$ cat src/hw/rtl/cbs_pkg.sv
`timescale 1ns / 1ps
package cbs_pkg;

    localparam int CBS_BYTE_W   = 8;
    localparam int CBS_COEF_W   = 12;
    localparam int CBS_ETA_W    = 3;
    localparam int CBS_LEN_W    = 9;
    localparam int CBS_BUF_W    = 15;
    localparam int CBS_HELD_W   = 4;
    localparam int CBS_IDX_W    = 2;
    localparam int CBS_IN_DEPTH  = 2;
    localparam int CBS_OUT_DEPTH = 2;

    localparam logic [CBS_COEF_W-1:0] CBS_MODULUS    = 12'd3329;
    localparam logic [CBS_LEN_W-1:0]  CBS_MAX_COEFFS = 9'd256;

    localparam logic [CBS_ETA_W-1:0]  CBS_ETA_RESET  = 3'd2;
    localparam logic [CBS_ETA_W-1:0]  CBS_ETA_MAX    = 3'd4;
    localparam logic [CBS_LEN_W-1:0]  CBS_LEN_RESET  = 9'd256;

    localparam logic [CBS_IDX_W-1:0] REG_ETA         = 2'd0;
    localparam logic [CBS_IDX_W-1:0] REG_POLY_LENGTH = 2'd1;

    typedef struct packed {
        logic [CBS_ETA_W-1:0] eta;
        logic [CBS_LEN_W-1:0] len;
    } t_cfg;

    function automatic logic [2:0] cbs_ones(input logic [3:0] v);
        logic [2:0] c;
        c = 3'(v[0]) + 3'(v[1]) + 3'(v[2]) + 3'(v[3]);
        return c;
    endfunction

    function automatic logic [3:0] cbs_eta_mask(input logic [CBS_ETA_W-1:0] e);
        logic [3:0] m;
        case (e)
            3'd1: m = 4'b0001;
            3'd2: m = 4'b0011;
            3'd3: m = 4'b0111;
            default: m = 4'b1111;
        endcase
        return m;
    endfunction

endpackage

$ cat src/hw/rtl/centered_binomial_sampler_core.sv
`timescale 1ns / 1ps
// Centered binomial sampler: random bytes go in through a small byte queue and are
// consumed LSB first; each coefficient uses 2*eta bits and is (ones in first eta bits
// minus ones in next eta bits) mod 3329. The unpack stage draws one coefficient per
// cycle while the result queue has room, and refills its 15-bit bit buffer with the
// next byte in the same cycle once fewer than 2*eta bits remain. The result queue
// delivers up to one coefficient per cycle. last marks the final coefficient of each
// poly_length run; the rest of the bits held then are dropped. Any write to eta or
// poly_length restarts the polynomial; write only while idle.
module centered_binomial_sampler_core
    import cbs_pkg::*;
#(
    parameter int IN_DEPTH  = CBS_IN_DEPTH,
    parameter int OUT_DEPTH = CBS_OUT_DEPTH
) (
    input  logic                  i_clk,
    input  logic                  i_rst_n,
    input  logic                  push,
    output logic                  full,
    input  logic [CBS_BYTE_W-1:0] i_random_byte,
    output logic                  empty,
    input  logic                  pop,
    output logic [CBS_COEF_W-1:0] o_coefficient,
    output logic                  o_last,
    input  logic                  i_cfg_valid,
    output logic                  o_cfg_ready,
    input  logic [CBS_IDX_W-1:0]  i_cfg_index,
    input  logic [CBS_LEN_W-1:0]  i_cfg_data
);

    t_cfg                  r_cfg, n_cfg;
    logic                  w_restart;
    logic                  w_byte_empty;
    logic [CBS_BYTE_W-1:0] w_byte;
    logic                  w_byte_take;
    logic                  w_res_push;
    logic [CBS_COEF_W-1:0] w_res_coef;
    logic                  w_res_last;
    logic                  w_res_full;
    logic [CBS_ETA_W-1:0]  w_eta_raw;
    logic [CBS_LEN_W-1:0]  w_len_raw;

    assign o_cfg_ready = 1'b1;
    assign w_eta_raw   = i_cfg_data[CBS_ETA_W-1:0];
    assign w_len_raw   = i_cfg_data;
    assign w_restart   = i_cfg_valid &&
                         (i_cfg_index == REG_ETA || i_cfg_index == REG_POLY_LENGTH);

    always_comb begin
        n_cfg = r_cfg;
        if (i_cfg_valid) begin
            case (i_cfg_index)
                REG_ETA: begin
                    if (w_eta_raw == '0) begin
                        n_cfg.eta = 3'd1;
                    end else if (w_eta_raw > CBS_ETA_MAX) begin
                        n_cfg.eta = CBS_ETA_MAX;
                    end else begin
                        n_cfg.eta = w_eta_raw;
                    end
                end
                REG_POLY_LENGTH: begin
                    if (w_len_raw == '0) begin
                        n_cfg.len = 9'd1;
                    end else if (w_len_raw > CBS_MAX_COEFFS) begin
                        n_cfg.len = CBS_MAX_COEFFS;
                    end else begin
                        n_cfg.len = w_len_raw;
                    end
                end
                default: begin
                    n_cfg = r_cfg;
                end
            endcase
        end
    end

    always_ff @(posedge i_clk) begin
        if (!i_rst_n) begin
            r_cfg.eta <= CBS_ETA_RESET;
            r_cfg.len <= CBS_LEN_RESET;
        end else begin
            r_cfg <= n_cfg;
        end
    end

    cbs_fifo #(
        .WIDTH (CBS_BYTE_W),
        .DEPTH (IN_DEPTH)
    ) u_in_fifo (
        .i_clk   (i_clk),
        .i_rst_n (i_rst_n),
        .i_push  (push),
        .i_data  (i_random_byte),
        .o_full  (full),
        .i_pop   (w_byte_take),
        .o_data  (w_byte),
        .o_empty (w_byte_empty)
    );

    cbs_unpack u_unpack (
        .i_clk        (i_clk),
        .i_rst_n      (i_rst_n),
        .i_cfg        (r_cfg),
        .i_restart    (w_restart),
        .i_byte_valid (!w_byte_empty),
        .i_byte       (w_byte),
        .o_byte_take  (w_byte_take),
        .o_res_push   (w_res_push),
        .o_res_coef   (w_res_coef),
        .o_res_last   (w_res_last),
        .i_res_full   (w_res_full)
    );

    cbs_fifo #(
        .WIDTH (CBS_COEF_W + 1),
        .DEPTH (OUT_DEPTH)
    ) u_out_fifo (
        .i_clk   (i_clk),
        .i_rst_n (i_rst_n),
        .i_push  (w_res_push),
        .i_data  ({w_res_last, w_res_coef}),
        .o_full  (w_res_full),
        .i_pop   (pop),
        .o_data  ({o_last, o_coefficient}),
        .o_empty (empty)
    );

endmodule

$ cat src/hw/rtl/cbs_fifo.sv
`timescale 1ns / 1ps
module cbs_fifo #(
    parameter int WIDTH = 8,
    parameter int DEPTH = 2
) (
    input  logic             i_clk,
    input  logic             i_rst_n,
    input  logic             i_push,
    input  logic [WIDTH-1:0] i_data,
    output logic             o_full,
    input  logic             i_pop,
    output logic [WIDTH-1:0] o_data,
    output logic             o_empty
);

    localparam int PTR_W = (DEPTH > 1) ? $clog2(DEPTH) : 1;
    localparam int CNT_W = $clog2(DEPTH + 1);
    localparam logic [PTR_W-1:0] LAST_PTR = PTR_W'(DEPTH - 1);
    localparam logic [CNT_W-1:0] FULL_CNT = CNT_W'(DEPTH);

    logic [WIDTH-1:0] r_mem [DEPTH];
    logic [PTR_W-1:0] r_wr_ptr, n_wr_ptr;
    logic [PTR_W-1:0] r_rd_ptr, n_rd_ptr;
    logic [CNT_W-1:0] r_count, n_count;
    logic             w_do_push;
    logic             w_do_pop;

    assign o_full    = (r_count == FULL_CNT);
    assign o_empty   = (r_count == '0);
    assign o_data    = r_mem[r_rd_ptr];
    assign w_do_push = i_push && !o_full;
    assign w_do_pop  = i_pop && !o_empty;

    always_comb begin
        n_wr_ptr = r_wr_ptr;
        n_rd_ptr = r_rd_ptr;
        n_count  = r_count;
        if (w_do_push) begin
            n_wr_ptr = (r_wr_ptr == LAST_PTR) ? '0 : r_wr_ptr + 1'b1;
        end
        if (w_do_pop) begin
            n_rd_ptr = (r_rd_ptr == LAST_PTR) ? '0 : r_rd_ptr + 1'b1;
        end
        if (w_do_push && !w_do_pop) begin
            n_count = r_count + 1'b1;
        end else if (!w_do_push && w_do_pop) begin
            n_count = r_count - 1'b1;
        end
    end

    always_ff @(posedge i_clk) begin
        if (!i_rst_n) begin
            r_wr_ptr <= '0;
            r_rd_ptr <= '0;
            r_count  <= '0;
        end else begin
            r_wr_ptr <= n_wr_ptr;
            r_rd_ptr <= n_rd_ptr;
            r_count  <= n_count;
        end
    end

    always_ff @(posedge i_clk) begin
        if (w_do_push) begin
            r_mem[r_wr_ptr] <= i_data;
        end
    end

endmodule

$ cat src/hw/rtl/cbs_unpack.sv
`timescale 1ns / 1ps
module cbs_unpack
    import cbs_pkg::*;
(
    input  logic                  i_clk,
    input  logic                  i_rst_n,
    input  t_cfg                  i_cfg,
    input  logic                  i_restart,
    input  logic                  i_byte_valid,
    input  logic [CBS_BYTE_W-1:0] i_byte,
    output logic                  o_byte_take,
    output logic                  o_res_push,
    output logic [CBS_COEF_W-1:0] o_res_coef,
    output logic                  o_res_last,
    input  logic                  i_res_full
);

    logic [CBS_BUF_W-1:0]  r_buf, n_buf;
    logic [CBS_HELD_W-1:0] r_held, n_held;
    logic [CBS_LEN_W-1:0]  r_cnt, n_cnt;

    logic [CBS_HELD_W-1:0] w_group;
    logic [3:0]            w_mask;
    logic [2:0]            w_a, w_b;
    logic                  w_emit;
    logic                  w_is_last;
    logic [CBS_LEN_W:0]    w_cnt_inc;
    logic [CBS_BUF_W-1:0]  w_post_buf;
    logic [CBS_HELD_W-1:0] w_post_held;
    logic [CBS_LEN_W-1:0]  w_post_cnt;
    logic                  w_take;

    assign w_group   = {i_cfg.eta, 1'b0};
    assign w_mask    = cbs_eta_mask(i_cfg.eta);
    assign w_a       = cbs_ones(r_buf[3:0] & w_mask);
    assign w_b       = cbs_ones(4'(r_buf >> i_cfg.eta) & w_mask);
    assign w_emit    = (r_held >= w_group) && !i_res_full;
    assign w_cnt_inc = {1'b0, r_cnt} + 1'b1;
    assign w_is_last = (w_cnt_inc >= {1'b0, i_cfg.len});

    assign o_res_push = w_emit;
    assign o_res_last = w_is_last;
    // negative difference wraps into the upper end of the field
    assign o_res_coef = (w_a >= w_b) ? CBS_COEF_W'(w_a - w_b)
                                     : CBS_MODULUS - CBS_COEF_W'(w_b - w_a);

    always_comb begin
        w_post_buf  = r_buf;
        w_post_held = r_held;
        w_post_cnt  = r_cnt;
        if (w_emit) begin
            if (w_is_last) begin
                // leftover bits of the polynomial are dropped
                w_post_buf  = '0;
                w_post_held = '0;
                w_post_cnt  = '0;
            end else begin
                w_post_buf  = r_buf >> w_group;
                w_post_held = r_held - w_group;
                w_post_cnt  = w_cnt_inc[CBS_LEN_W-1:0];
            end
        end
    end

    // refill in the same cycle as a draw once the remainder cannot form a group
    assign w_take      = i_byte_valid && (w_post_held < w_group) && !i_restart;
    assign o_byte_take = w_take;

    always_comb begin
        n_buf  = w_post_buf;
        n_held = w_post_held;
        n_cnt  = w_post_cnt;
        if (w_take) begin
            n_buf  = w_post_buf | (CBS_BUF_W'(i_byte) << w_post_held);
            n_held = w_post_held + CBS_HELD_W'(CBS_BYTE_W);
        end
        if (i_restart) begin
            n_buf  = '0;
            n_held = '0;
            n_cnt  = '0;
        end
    end

    always_ff @(posedge i_clk) begin
        if (!i_rst_n) begin
            r_buf  <= '0;
            r_held <= '0;
            r_cnt  <= '0;
        end else begin
            r_buf  <= n_buf;
            r_held <= n_held;
            r_cnt  <= n_cnt;
        end
    end

    a_cnt_below_len: assert property (@(posedge i_clk) disable iff (!i_rst_n)
        r_cnt < i_cfg.len)
        else $error("coefficient count reached polynomial length");

    a_coef_range: assert property (@(posedge i_clk) disable iff (!i_rst_n)
        w_emit |-> (o_res_coef <= 12'd4 || o_res_coef >= 12'd3325))
        else $error("coefficient outside binomial range");

    a_refill_held: assert property (@(posedge i_clk) disable iff (!i_rst_n)
        w_take |=> (r_held >= CBS_HELD_W'(CBS_BYTE_W)))
        else $error("bit count lost after byte refill");

endmodule
$ cat config.mk
export PLATFORM = sky130hd
export DESIGN_NAME = centered_binomial_sampler_core
export DESIGN_NICKNAME = d
export VERILOG_FILES = /design/src/hw/rtl/cbs_pkg.sv /design/src/hw/rtl/centered_binomial_sampler_core.sv /design/src/hw/rtl/cbs_fifo.sv /design/src/hw/rtl/cbs_unpack.sv
export SDC_FILE = /design/constraint.sdc
export NUM_CORES = 1
export LEC_CHECK = 0
export ABC_AREA = 1
export BUFFER_PORTS_ARGS = -buffer_cell sky130_fd_sc_hd__buf_4
export CAP_MARGIN = 20
export CORE_ASPECT_RATIO = 1.2
export CORE_MARGIN = 2
export CORE_UTILIZATION = 48
export CTS_CLUSTER_DIAMETER = 150
export DETAILED_ROUTE_END_ITERATION = 8
export PLACE_DENSITY = 0.66
export SYNTH_ARGS = -nofsm -noshare
export SYNTH_HDL_FRONTEND = slang
export SYNTH_SLANG_ARGS = --single-unit
$ cat constraint.sdc
create_clock -name i_clk -period 5 [get_ports i_clk]
set_input_delay 1 -clock i_clk [delete_from_list [all_inputs] [get_ports i_clk]]
set_output_delay 1 -clock i_clk [all_outputs]
set_load 0.01 [all_outputs]
Word level (Yosys, flattened, before mapping). Memory sizes are Yosys's and may differ from the RTL's. A register that Yosys moved wholly into a read port is not among the register bits. Index checks and enable logic that the tools add are counted.

Equality and inequality tests: 6. Add/subtract/negate cells: 20. Shifts and indexed selects: 3. Reduce and logical (&&, ||, !) cells: 32. Magnitude comparators: 6. Multiplexer cells: 29. Bitwise operators: 4.

Operator list (count): 2-to-1 mux 15 bit (3); 2-to-1 mux 9 bit (3); bitwise OR 15 bit (1); left shift 8 x 4 -> 15 bit (1); >> shifter 15 x 3 -> 4 bit (1); >> shifter 15 x 4 -> 15 bit (1); adder 3 x 1 -> 3 bit (4); logical AND 1 bit (12); 2-to-1 mux 1 bit (12); 2-to-1 mux 12 bit (1); 2-to-1 mux 4 bit (3); case mux 4 bit (3 select lines) (1); subtractor 12 bit, first input constant (1); adder 9 x 1 -> 10 bit, second input constant (1); >= comparator 10 x 9 -> 1 bit (1); > comparator 9 bit, second input constant (1); zero test 1 bit (9); zero test 9 bit (1); AND 4 bit (2); 2-to-1 mux 2 bit (4); subtractor 3 x 3 -> 4 bit (2); == test 3 x 2 -> 1 bit, second input constant (2); zero test 2 bit (3); 2-to-1 mux 3 bit (2); 19 further kinds (28).

Flip-flop bits (word level): 48. Output and inout bits: 16. Memories kept: 2. RAM bits: 42. Bits of input ports: 24. Logic and storage cells: 113.

Memories: u_out_fifo.r_mem (words 2, bits a word 13, read ports 1, clocked after memory_dff 1, write ports 1, line cbs_fifo.sv:21) `logic [WIDTH-1:0] r_mem [DEPTH];`; u_in_fifo.r_mem (words 2, bits a word 8, read ports 1, clocked after memory_dff 1, write ports 1, line cbs_fifo.sv:21).

Depth between registers and ports, before layout.
Depth after elaboration: 11. Gate-level depth with buffers: 26. Depth with buffers taken out: 25.

Hierarchy. From an unflattened synthesis, not the netlist that was laid out.

Cells, all modules: 720. Area, all modules: 5786.8 um^2.

Modules (own cells, without submodules): cbs_unpack (instances 1, sequential area each 560.5 um^2, cells an instance 506, area each 3183.1 um^2); cbs_fifo at u_out_fifo (instances 1, sequential area each 880.8 um^2, cells an instance 78, area each 1186.1 um^2); cbs_fifo at u_in_fifo (instances 1, sequential area each 580.6 um^2, cells an instance 63, area each 823.3 um^2); centered_binomial_sampler_core (instances 1, sequential area each 240.2 um^2, cells an instance 73, area each 594.3 um^2).

Worst setup path after synthesis. OpenSTA, ideal clock, no wires.

Path type: register to register. Start: register r_cfg[10] in the netlist's numbering. End: memory u_out_fifo.r_mem[0][4] in the netlist's numbering (data pin). Stages on the path, launching flop included: 18. Arrival: 3.682 ns. Buffers on the path: 3. Path slack: 1.049 ns. Period minus slack after synthesis: 3.951 ns. Cell sequence: dfxtp_1 -> buf_2 -> inv_1 -> clkbuf_1 -> clkbuf_1 -> nor2_1 -> a311oi_1 -> nor3_1 -> ha_1 -> fa_1 -> ha_1 -> fa_1 -> xnor2_1 -> inv_1 -> nor2_1 -> nand2_1 -> ha_1 -> o21ai_0.

Cells in the longest elaborated chain, start to end: 9. Elaborated cells between the ends (all ways): 18. Those cells by class: add/sub (9); order compare (1); eq/ne (3); shift (1); mux (2); bitwise (2).

Ends and longest elaborated chain: start: declaration (line centered_binomial_sampler_core.sv:31) `t_cfg r_cfg, n_cfg;`; start signal: assignment (line centered_binomial_sampler_core.sv:83) `r_cfg <= n_cfg;`; == test 3 x 2 -> 1 bit / == test 3 x 1 -> 1 bit (equally long branches) (line cbs_pkg.sv:37) `case (e)`; case mux 4 bit (3 select lines) (line cbs_pkg.sv:37); AND 4 bit (on tied branches) (line cbs_unpack.sv:36, cbs_unpack.sv:35); adder 1 x 1 -> 2 bit (line cbs_pkg.sv:31) `c = 3'(v[0]) + 3'(v[1]) + 3'(v[2]) + 3'(v[3]);`; adder 3 x 1 -> 3 bit (2 in a row) (line cbs_pkg.sv:31); subtractor 3 x 3 -> 4 bit (line cbs_unpack.sv:45) `: CBS_MODULUS - CBS_COEF_W'(w_b - w_a);`; subtractor 12 bit (line cbs_unpack.sv:45); 2-to-1 mux 12 bit (*) (line cbs_unpack.sv:44) `assign o_res_coef = (w_a >= w_b) ? CBS_COEF_W'(w_a - w_b)`; via u_out_fifo.i_data[4] (line cbs_fifo.sv:9) `input logic [WIDTH-1:0] i_data,`; end: declaration (line cbs_fifo.sv:21).

The timed path passes the listed nets; every way through them passes the cells marked *.

Final worst setup path.
Start: register u_unpack.r_cnt[0]. End: register u_in_fifo.r_count[1].

Cells in the longest elaborated chain, start to end: 11. Elaborated cells between the ends (all ways): 13. Those cells by class: add/sub (1); order compare (2); mux (3); reduce/logical (7).

Ends and longest elaborated chain: start: declaration (line cbs_unpack.sv:20) `logic [CBS_LEN_W-1:0] r_cnt, n_cnt;`; start signal: assignment (line cbs_unpack.sv:92) `r_cnt <= n_cnt;`; adder 9 x 1 -> 10 bit (*) (line cbs_unpack.sv:38) `assign w_cnt_inc = {1'b0, r_cnt} + 1'b1;`; >= comparator 10 x 9 -> 1 bit (*) (line cbs_unpack.sv:39) `assign w_is_last = (w_cnt_inc >= {1'b0, i_cfg.len});`; via u_out_fifo.i_data[12] (line cbs_fifo.sv:9); 2-to-1 mux 4 bit (*) (line cbs_unpack.sv:52) `if (w_is_last) begin`; 2-to-1 mux 4 bit (*) (line cbs_unpack.sv:51) `if (w_emit) begin`; less-than comparator 4 bit (*) (line cbs_unpack.sv:66) `assign w_take = i_byte_valid && (w_post_held < w_group) && !i_restart;`; logical AND 1 bit (*) (2 in a row) (line cbs_unpack.sv:66); logical AND 1 bit (*) (line cbs_fifo.sv:32) `assign w_do_pop = i_pop && !o_empty;`; zero test 1 bit (line cbs_fifo.sv:44) `if (w_do_push && !w_do_pop) begin`; logical AND 1 bit (line cbs_fifo.sv:44); 2-to-1 mux 2 bit / nonzero test 2 bit (equally long branches); end signal: assignment (line cbs_fifo.sv:59) `r_count <= n_count;`; end: declaration (line cbs_fifo.sv:24) `logic [CNT_W-1:0] r_count, n_count;`.

Marked as above. A chain may end at the register's enable or synchronous reset.

==> results_dict.tcl <==
set metrics [dict create \
    sw_frac_of_total_pct 42.2 \
    irDropWorstVdd_uv 244 \
    drv_cap 0 \
    cts-buffers-inserted 9 \
    synth-warning-count 0 \
    diodes 0 \
    power.share.clock_pct 18.8 \
    final-setup-viol-count 0 \
    clock_latency_ps 350 \
    fp.dieH_um 121 \
    final_common_cell "nand2_1" \
    final_cell_mix "146 x nand2_1, 89 x inv_1, 61 x a21oi_1, 52 x nor2_1" \
    rows 42 \
    overflow 0 \
    crit_fanout 13 \
    stdcell_count 886 \
    io_pins 40 \
    gp_congestion 0.933 \
    startpoint_type "register" \
    outcome "finished, final reports clean" \
    core_um2 11100 \
    drive_gt1_share_pct 14.5 \
    viasPerCell 5.22 \
    initial_utilization_pct 49.5 \
    hold_violations 0 \
    timing.setup.tns_ps 0 \
    seqPwrFrac_pct 32.7 \
    place_inst 870 \
    remaining_drc_errors 0 \
    vias 4624 \
    antenna_found_initial 0 \
    cts_resized 0 \
    hold_ws_ps 469 \
    dpl.hpwl_um 9430 \
    internal_power_mw 2.00 \
    fin_util_pct 55.3 \
    clk_path_buf_depth 2 \
    p_leak_nw 2.67 \
    end_kind "register" \
    crit_required_ps 5230 \
    firstDrtPassIters 5 \
    die_w_um 102 \
    period_needed_ps 4450 \
    grt_pass1_wl_um 20300 \
    clkTransAtPathRegs_ps 70 \
    yosysSeqAreaShare_pct 38.9 \
    p_comb_share_pct 48.5 \
    hold_class "reg -> reg" \
    relSlewSlack_pct 32.9 \
    syn_inst 702 \
    synth_edf_count 38 \
    skew_ps 10.9 \
    finalWirelength_um 12200 \
    grt_max_degree 29 \
    rsz0062_at_grt "false" \
    critPathKind "reg -> reg" \
    first_global_vias 4578 \
    final_nets 787 \
    fin_crit_sh_pct 89.0 \
    htreeDepth 3 \
    die-area_um2 12400 \
    ys_types 49 \
    power_mw 3.46 \
    post_cts_buffers 0 \
    drt_iter0_markers 309 \
    cts_root_buf "clkbuf_16" \
    syn-mean-instance-area_um2 7.85 \
    synth_area_um2 5510 \
    cp_data_arrival_time_ps 4680 \
    synthToLayoutAreaGrowth_pct 11.8 \
    cellPowerDensity_nw_per_um2 562 \
    cts_tree "yes" \
    synth_nets 762 \
    max_freq_mhz 225 \
    drv_slew 0 \
    cts.sinks 88 \
    ys.flop_type "dfxtp_1" \
    tightest_slew_ps 1000 \
    wl_per_cell_um 13.7 \
    synthArstFlopShare_pct 0 \
    postRouteAntennaNets 0 \
    numPortBuffers 38 \
    p_switching_mw 1.46 \
    ctsHoldBuffers 0 \
    ys_seq_elements 88 \
    track_usage_pct 20.9 \
]
==> area by class of cell <==
cell class | instances | area (um^2)
Fill cell | 1059 | 4980
Multi-Input combinational cell | 490 | 2850
Clock buffer | 12 | 262
Inverter | 94 | 355
Clock inverter | 4 | 25.0
Sequential cell | 88 | 2140
Tap cell | 154 | 193
Timing Repair Buffer | 44 | 330
==> cells by family after synthesis <==
logic type / share of synthesized area (%)
XOR/XNOR: 1.59
AND/OR/NAND/NOR: 24.3
adder cells (fa/ha/maj): 8.99
other: 0.0680
AO/OA/AOI/OAI: 14.1
multiplexers: 2.79
flip-flops: 38.9
buffers and inverters: 9.38
==> synthesized netlist by cell type, drive strengths merged (2+ instances only) <==
| cell | instances | area (um^2) |
|---|---|---|
| nand2 | 156 | 641 |
| o21ai | 49 | 245 |
| xor2 | 8 | 70.1 |
| nand4 | 2 | 12.5 |
| or2 | 6 | 37.5 |
| fa | 6 | 120 |
| clkbuf | 17 | 63.8 |
| edfxtp | 38 | 1140 |
| ha | 30 | 375 |
| nand3 | 56 | 310 |
| nor3 | 7 | 35.0 |
| a32oi | 2 | 17.5 |
| a21oi | 62 | 322 |
| o31ai | 2 | 15.0 |
| dfxtp | 50 | 1000 |
| xnor2 | 2 | 17.5 |
| o211ai | 6 | 45.0 |
| nor2 | 61 | 282 |
| a22oi | 4 | 30.0 |
| o21a | 2 | 15.0 |
| mux2i | 3 | 30.0 |
| a211oi | 4 | 30.0 |
| mux2 | 11 | 124 |
| inv | 94 | 355 |
| buf | 13 | 97.6 |
==> power groups by stage <==
| stage | Combinational, mW | Clock [mW] | Sequential, mW |
|---|---|---|---|
| CTS | 1.69 | 0.664 | 1.13 |
| finish | 1.68 | 0.651 | 1.13 |
| detailed placement | 1.68 | 0 | 1.15 |
| floorplan | 1.27 | 0 | 1.10 |
| global placement | 1.63 | 0 | 1.13 |
| global route | 1.90 | 0.690 | 1.15 |
==> final timing paths <==
path                            slack, ps                           start                           endpoint  depth (start not counted)
worst max-delay path                  550  u_unpack.r_cnt[0]$_SDFFE_PP0P_  u_in_fifo.r_count[1]$_SDFFE_PN0P_                         22
worst min-delay path                  470           r_cfg[2]$_SDFFE_PN0P_              r_cfg[2]$_SDFFE_PN0P_                          2
worst max register to register        550  u_unpack.r_cnt[0]$_SDFFE_PP0P_  u_in_fifo.r_count[1]$_SDFFE_PN0P_                         22
worst min register to register        470           r_cfg[2]$_SDFFE_PN0P_              r_cfg[2]$_SDFFE_PN0P_                          2
==> flip-flops by register name (all words and copies together), names as in the netlist, 2 cells and up, named ones only <==
register / count
u_out_fifo.r_mem: 22
u_out_fifo.r_count: 2
u_unpack.r_buf: 15
u_in_fifo.r_mem: 16
u_unpack.r_held: 4
r_cfg: 12
u_in_fifo.r_count: 2
u_unpack.r_cnt: 9
==> critical path, cell delays in order, from the launching register on <==
cell	delay (ps)
dfxtp_1	400
ha_1	210
nand2_1	90
nor2_1	220
nand3_1	140
xor2_1	150
inv_1	70
ha_1	300
a21oi_1	150
nand2_1	90
a21oi_4	180
nand2_4	100
nor2_4	290
nand2_1	150
nand2_4	160
ha_1	260
a211oi_1	400
nand2_4	160
ha_1	350
a21oi_1	110
o21ai_0	110
o21ai_0	180
a21oi_1	60
==> per-layer routing <==
metal / track usage [%] / up-vias / share of wire (%)
li1: - / 2371 / -
met1: 23.5 / 2131 / 41
met2: 38.2 / 106 / 54
met3: 3.74 / 16 / 3.0
met4: 8.83 / 0 / 1.7
met5: 0 / - / 0
==> through the flow <==
stage	area [um^2]	setup slack, ps
4_1_cts	6160	587
5_1_grt	6160	154
3_5_place_dp	5870	685
2_1_floorplan	5510	1050
3_3_place_gp	5870	846
6_report	6160	550
Note: power is estimated with default switching activity, not from simulation.
